==> config.mk <==
export PLATFORM = sky130hd
export DESIGN_NAME = q2e_isqrt
export DESIGN_NICKNAME = d
export VERILOG_FILES = /design/src/rtl/core/q2e_pkg.sv /design/src/rtl/core/q2e_isqrt.sv
export SDC_FILE = /design/constraint.sdc
export NUM_CORES = 2
export LEC_CHECK = 0
export ABC_CLOCK_PERIOD_IN_PS = 4900
export BUFFER_PORTS_ARGS = -buffer_cell sky130_fd_sc_hd__buf_2
export CAP_MARGIN = 10
export CORE_ASPECT_RATIO = 2
export CORE_MARGIN = 2
export CORE_UTILIZATION = 60
export CTS_CLUSTER_DIAMETER = 100
export DETAILED_ROUTE_END_ITERATION = 7
export PLACE_DENSITY = 0.76
export SYNTH_ARGS = -nofsm -noshare
export SYNTH_HDL_FRONTEND = slang
export SYNTH_SLANG_ARGS = --single-unit
==> constraint.sdc <==
create_clock -name i_clk -period 4.9 [get_ports i_clk]
set_input_delay 0.245 -clock i_clk [delete_from_list [all_inputs] [get_ports i_clk]]
set_output_delay 0.245 -clock i_clk [all_outputs]
set_load 0.03 [all_outputs]
==> src/rtl/core/q2e_pkg.sv <==
// q2e_pkg: shared widths, fixed-point constants and helpers for the quaternion to euler block
// no dependencies; used by q2e_isqrt, q2e_cordic, quaternion_to_euler_unit and q2e_checker
`default_nettype none

package q2e_pkg;

    localparam int CORDIC_STAGES_DEF  = 16;
    localparam int COMPONENT_BITS_DEF = 16;

    // working widths
    localparam int QW      = 16;           // normalized component, q1.15
    localparam int PROD_W  = 2 * QW;       // one product, q.30
    localparam int TERM_W  = PROD_W + 2;   // 2*(a+b) and 1-2*(a+b)
    localparam int COORD_W = TERM_W + 2;   // cordic x/y with gain headroom
    localparam int ANGLE_W = 34;           // angle accumulator, q.30 radians
    localparam int MAG_W   = 30;           // |t2| below one
    localparam int SQ_W    = 2 * MAG_W;
    localparam int RAD_W   = 62;           // radicand, even width
    localparam int ROOT_W  = RAD_W / 2;
    localparam int REM_W   = ROOT_W + 2;
    localparam int RND_W   = ANGLE_W + 1 - 17;
    localparam int OUT_W   = 16;
    localparam int PITCH_W = 15;
    localparam int OUT_TDATA_W = 48;

    localparam logic signed [TERM_W-1:0]  ONE_Q30 = 34'sd1073741824;
    localparam logic signed [ANGLE_W-1:0] PI_Q30  = 34'sd3373259426;
    localparam logic [RAD_W-1:0]          RAD_ONE = RAD_W'(1) << 60;
    localparam logic signed [RND_W-1:0]   ROLL_LIM  = 18'sd25736;
    localparam logic signed [RND_W-1:0]   PITCH_LIM = 18'sd12868;

    typedef logic signed [QW-1:0]      t_comp;
    typedef logic signed [PROD_W-1:0]  t_prod;
    typedef logic signed [TERM_W-1:0]  t_term;
    typedef logic signed [COORD_W-1:0] t_coord;
    typedef logic signed [ANGLE_W-1:0] t_angle;

    // terms that ride alongside the square root
    typedef struct packed {
        t_term t0;
        t_term t1;
        t_term t2;
        t_term t3;
        t_term t4;
        logic  clamped;
        logic  t2_pos;
    } t_sq_side;

    // pitch saturation flags that ride alongside the cordic
    typedef struct packed {
        logic clamped;
        logic t2_pos;
    } t_pitch_flags;

    // atan(2^-i) in q.30, truncated
    function automatic t_angle atan_q30(input int unsigned idx);
        t_angle v;
        case (idx)
            0:  v = 34'sh3243F6A8;
            1:  v = 34'sh1DAC6705;
            2:  v = 34'sh0FADBAFC;
            3:  v = 34'sh07F56EA6;
            4:  v = 34'sh03FEAB76;
            5:  v = 34'sh01FFD55B;
            6:  v = 34'sh00FFFAAA;
            7:  v = 34'sh007FFF55;
            8:  v = 34'sh003FFFEA;
            9:  v = 34'sh001FFFFD;
            10: v = 34'sh000FFFFF;
            11: v = 34'sh0007FFFF;
            12: v = 34'sh0003FFFF;
            13: v = 34'sh0001FFFF;
            14: v = 34'sh0000FFFF;
            15: v = 34'sh00007FFF;
            16: v = 34'sh00003FFF;
            17: v = 34'sh00001FFF;
            18: v = 34'sh00000FFF;
            19: v = 34'sh000007FF;
            20: v = 34'sh000003FF;
            21: v = 34'sh000001FF;
            22: v = 34'sh000000FF;
            23: v = 34'sh0000007F;
            default: v = '0;
        endcase
        return v;
    endfunction

    // q.30 to q5.13, round half up
    function automatic logic signed [RND_W-1:0] q13_round(input t_angle a);
        logic signed [ANGLE_W:0] s;
        s = (ANGLE_W+1)'(a) + (ANGLE_W+1)'(65536);
        return RND_W'(s >>> 17);
    endfunction

    function automatic logic signed [RND_W-1:0] q13_sat(
        input logic signed [RND_W-1:0] v,
        input logic signed [RND_W-1:0] lim
    );
        logic signed [RND_W-1:0] r;
        r = v;
        if (v > lim) begin
            r = lim;
        end
        if (v < -lim) begin
            r = -lim;
        end
        return r;
    endfunction

endpackage

`default_nettype wire

==> src/rtl/core/q2e_isqrt.sv <==
// q2e_isqrt: pipelined floor integer square root, one result bit per stage
// depends on q2e_pkg
`default_nettype none

module q2e_isqrt #(
    parameter int SIDE_W = 1
) (
    input  wire logic                           i_clk,
    input  wire logic                           i_rst_n,
    input  wire logic                           i_en,
    input  wire logic                           i_valid,
    input  wire logic [q2e_pkg::RAD_W-1:0]      i_rad,
    input  wire logic [SIDE_W-1:0]              i_side,
    output logic                                o_valid,
    output logic [q2e_pkg::ROOT_W-1:0]          o_root,
    output logic [SIDE_W-1:0]                   o_side
);

    localparam int RW  = q2e_pkg::RAD_W;
    localparam int TW  = q2e_pkg::ROOT_W;
    localparam int MW  = q2e_pkg::REM_W;

    logic [RW-1:0]     r_rad   [TW+1];
    logic [MW-1:0]     r_rem   [TW+1];
    logic [TW-1:0]     r_root  [TW+1];
    logic [SIDE_W-1:0] r_side  [TW+1];
    logic              r_valid [TW+1];

    always_ff @(posedge i_clk) begin
        if (!i_rst_n) begin
            for (int s = 0; s <= TW; s++) begin
                r_valid[s] <= 1'b0;
            end
        end else if (i_en) begin
            r_valid[0] <= i_valid;
            for (int s = 0; s < TW; s++) begin
                r_valid[s+1] <= r_valid[s];
            end
        end
    end

    always_ff @(posedge i_clk) begin
        if (i_en) begin
            r_rad[0]  <= i_rad;
            r_rem[0]  <= '0;
            r_root[0] <= '0;
            r_side[0] <= i_side;
        end
    end

    for (genvar j = 0; j < TW; j++) begin : g_digit
        logic [MW-1:0] w_rem_sh;
        logic [MW-1:0] w_trial;
        logic          w_ge;

        assign w_rem_sh = {r_rem[j][MW-3:0], r_rad[j][RW-1:RW-2]};
        assign w_trial  = {r_root[j], 2'b01};
        assign w_ge     = (w_rem_sh >= w_trial);

        always_ff @(posedge i_clk) begin
            if (i_en) begin
                r_rad[j+1]  <= r_rad[j] << 2;
                r_rem[j+1]  <= w_ge ? (w_rem_sh - w_trial) : w_rem_sh;
                r_root[j+1] <= {r_root[j][TW-2:0], w_ge};
                r_side[j+1] <= r_side[j];
            end
        end
    end

    assign o_valid = r_valid[TW];
    assign o_root  = r_root[TW];
    assign o_side  = r_side[TW];

endmodule

`default_nettype wire

==> impl_metrics.ini <==
[run_status]
outcome = finished, final reports clean

[die]
core_um2 = 184000
die_y_um = 612
pin_count = 100
rows = 223
initial_core_util = 0.603
die_x_um = 308
die-area_um2 = 189000

[worst_hold_path]
hold_path.class = input pin to flip-flop

[critical_path]
cpMaxStageDelayCell = o21ai_0
crit_path_end_kind = flip-flop
crit_type = flip-flop to flip-flop
required_ns = 5.45
cp_top_family = compound AO/OA/AOI/OAI gates
worst-path-buf-inv = 2
critPathMaxFanout = 50
startpoint_type = flip-flop
crit_path_frequent_cell = o21ai_0
critical_path.cell_chain = ha_1, o21a_1, nor4_1, o21ai_0, a21oi_1, o21ai_0, a311oi_1, buf_4, a31oi_4, buf_12, nor4b_1, xor2_1
crit_path_max_incr_delay_ns = 0.88
crit_arrival_ns = 4.78

[clocking]
clkSinkCount = 2439
cts_resized = 0
clk_latency_ns = 0.88
cts_tree = yes
h-tree-depth = 4
path_clk_slew_ns = 0.09
cts_buffers = 209
post_cts_buffers = 0
cts-root-buf = clkbuf_16
cts_buffer_depth = 4
ctsHoldBuffers = 67

[sta]
tightest_slew_ns = 1.12
hold_violations = 0
setup_tns_ns = 0
rsz0062_at_grt = false
slew_headroom = 0.247
post-route-period-util = 0.864
fin_crit_ns = 4.23
drv_slew = 0
fmax_mhz = 236
setup_viol = 0
fin_skew_ns = 0.0791

[grt]
grt_overflow = 0
grt_pass1_wl_um = 398000
grt_antenna_before_repair = 7
grt_max_degree = 160
first_global_vias = 68900
track_usage = 0.283

[placement]
portBuffers = 99
gp_congestion = 0.974
hpwl_um = 193000
dpl_cell_area_um2 = 115000

[yosys]
syn_inst = 8337
synth_async_sr_flop_share = 0
synth_fp_nets = 8932
synth.distinct_cells = 87
synth_edf_count = 2438
syn-cell-area_um2 = 111000
yosysWarnings = 0
synth-main-ff-cell = edfxtp_1
synth.yosys.seq_area_share = 0.660
synth_area_per_cell_um2 = 13.3
synth_seq_cells = 2439

[cells_and_area]
final_cell_mix = 2,438 x edfxtp_1, 636 x inv_1, 573 x a21oi_1
final_util = 0.665
stdcell_area_um2 = 122000
final_nets = 9260
area_growth_syn_to_layout_pct = 10.3
layout_commonest_cell = edfxtp_1
drive_gt1_frac = 0.0792

[drt]
vias = 66827
drtIter0Drc = 4856
postRouteAntennaNets = 0
wl_um = 266000
routedWlPerCell_um = 23.8
drt-vias-per-instance = 5.97
drt-pass1-iter-count = 8
drcViolationCount = 0

[power_and_ir_drop]
vdd_drop_max_uv = 426
cellLeakagePower_nw = 47.2
p_per_area_nw_per_um2 = 465

[flow_run]
maxCapViolations = 0
==> logic make-up after synthesis <==
| family | Yosys count | share of synthesized area |
|---|---|---|
| flip-flops | 2439 | 0.660 |
| XOR/XNOR | 737 | 0.0581 |
| buffers and inverters | 802 | 0.0272 |
| AND/OR/NAND/NOR | 2097 | 0.0935 |
| adder cells (fa/ha/maj) | 528 | 0.0595 |
| multiplexers | 128 | 0.0129 |
| AO/OA/AOI/OAI | 1605 | 0.0892 |
| other | 1 | 0.0000338 |
==> cell usage after synthesis, types with 90 or more instances <==
library cell  count  area share
edfxtp_1       2438        0.66
inv_1           636       0.022
a21oi_1         573       0.026
nor2_1          550       0.019
ha_1            528       0.060
nand2_1         494       0.017
xnor2_1         382       0.030
o21ai_0         364       0.016
xor2_1          355       0.028
a21o_1          225       0.015
nor3_1          205      0.0092
clkbuf_1        143      0.0048
nand3_1         128      0.0058
mux2_2          118       0.012
nand2b_1        111      0.0063
o21a_1           91      0.0062
nand4_1          90      0.0051
==> area by class of cell <==
type,instances,area [um^2]
flip-flops and latches,2439,73200
fillers,12925,61700
multi-input cells,5096,34800
clock buffers,240,5370
well taps,2362,2960
inverters,640,2400
repair buffers,279,2320
clock inverters,129,1380
diodes,6,15.0
==> sequential cells by signal (all words and copies together), names as in the netlist <==
register and count:
r_valid 32, r_rad 992, r_root 496, r_rem 887, r_side 32
==> where the power goes <==
group / internal, mW / total, mW / switching [mW] / leakage (nW)
combinational: 5.04 / 12.0 / 6.92 / 20.4
sequential: 26.3 / 28.3 / 1.97 / 23.5
clock: 9.29 / 16.7 / 7.46 / 3.29
total: 40.6 / 57.0 / 16.4 / 47.2
==> path summary, 6_finish.rpt <==
check / startpoint / endpoint / slack (ns) / cells past startpoint
worst max register to register: r_rem[6][0]$_DFFE_PP_ / r_rem[6][62]$_DFFE_PP_ / 0.67 / 12
worst min-delay path: i_rad[53] / r_rad[0][53]$_DFFE_PP_ / 0.06 / 2
worst max-delay path: r_rem[6][0]$_DFFE_PP_ / r_rem[6][62]$_DFFE_PP_ / 0.67 / 12
worst min register to register: r_rad[0][272]$_DFFE_PP_ / r_rad[0][336]$_DFFE_PP_ / 0.38 / 0
==> metal layers <==
metal / GRT usage / share of wire
met5: 0 / 0.000049
met2: 0.553 / 0.56
met1: 0.240 / 0.30
met3: 0.0348 / 0.033
met4: 0.263 / 0.11
==> through the flow <==
step	power (mW)	hold slack, ns	std cells	worst slack (ns)
after floorplan	36.2	0.344	8337	1.33
after CTS	57.2	0.0127	11185	0.692
after global routing	59.3	0.0377	11187	0.431
after detailed placement	40.4	0.405	10749	0.724
after global placement	40.1	0.400	10749	0.771
final	57.0	0.0606	11191	0.668
==> worst register-to-register path: cells and delay by family (launching register included) <==
family / cells / cell delay [ns]
xor gates and xnor gates: 1 / 0.11
and+or+nand+nor: 2 / 0.44
DFF: 1 / 0.39
buffers and inverters: 2 / 0.46
adders and majority gates: 1 / 0.35
AOI/OAI and AO/OA: 6 / 2.18
Note: power is estimated with default switching activity, not from simulation.
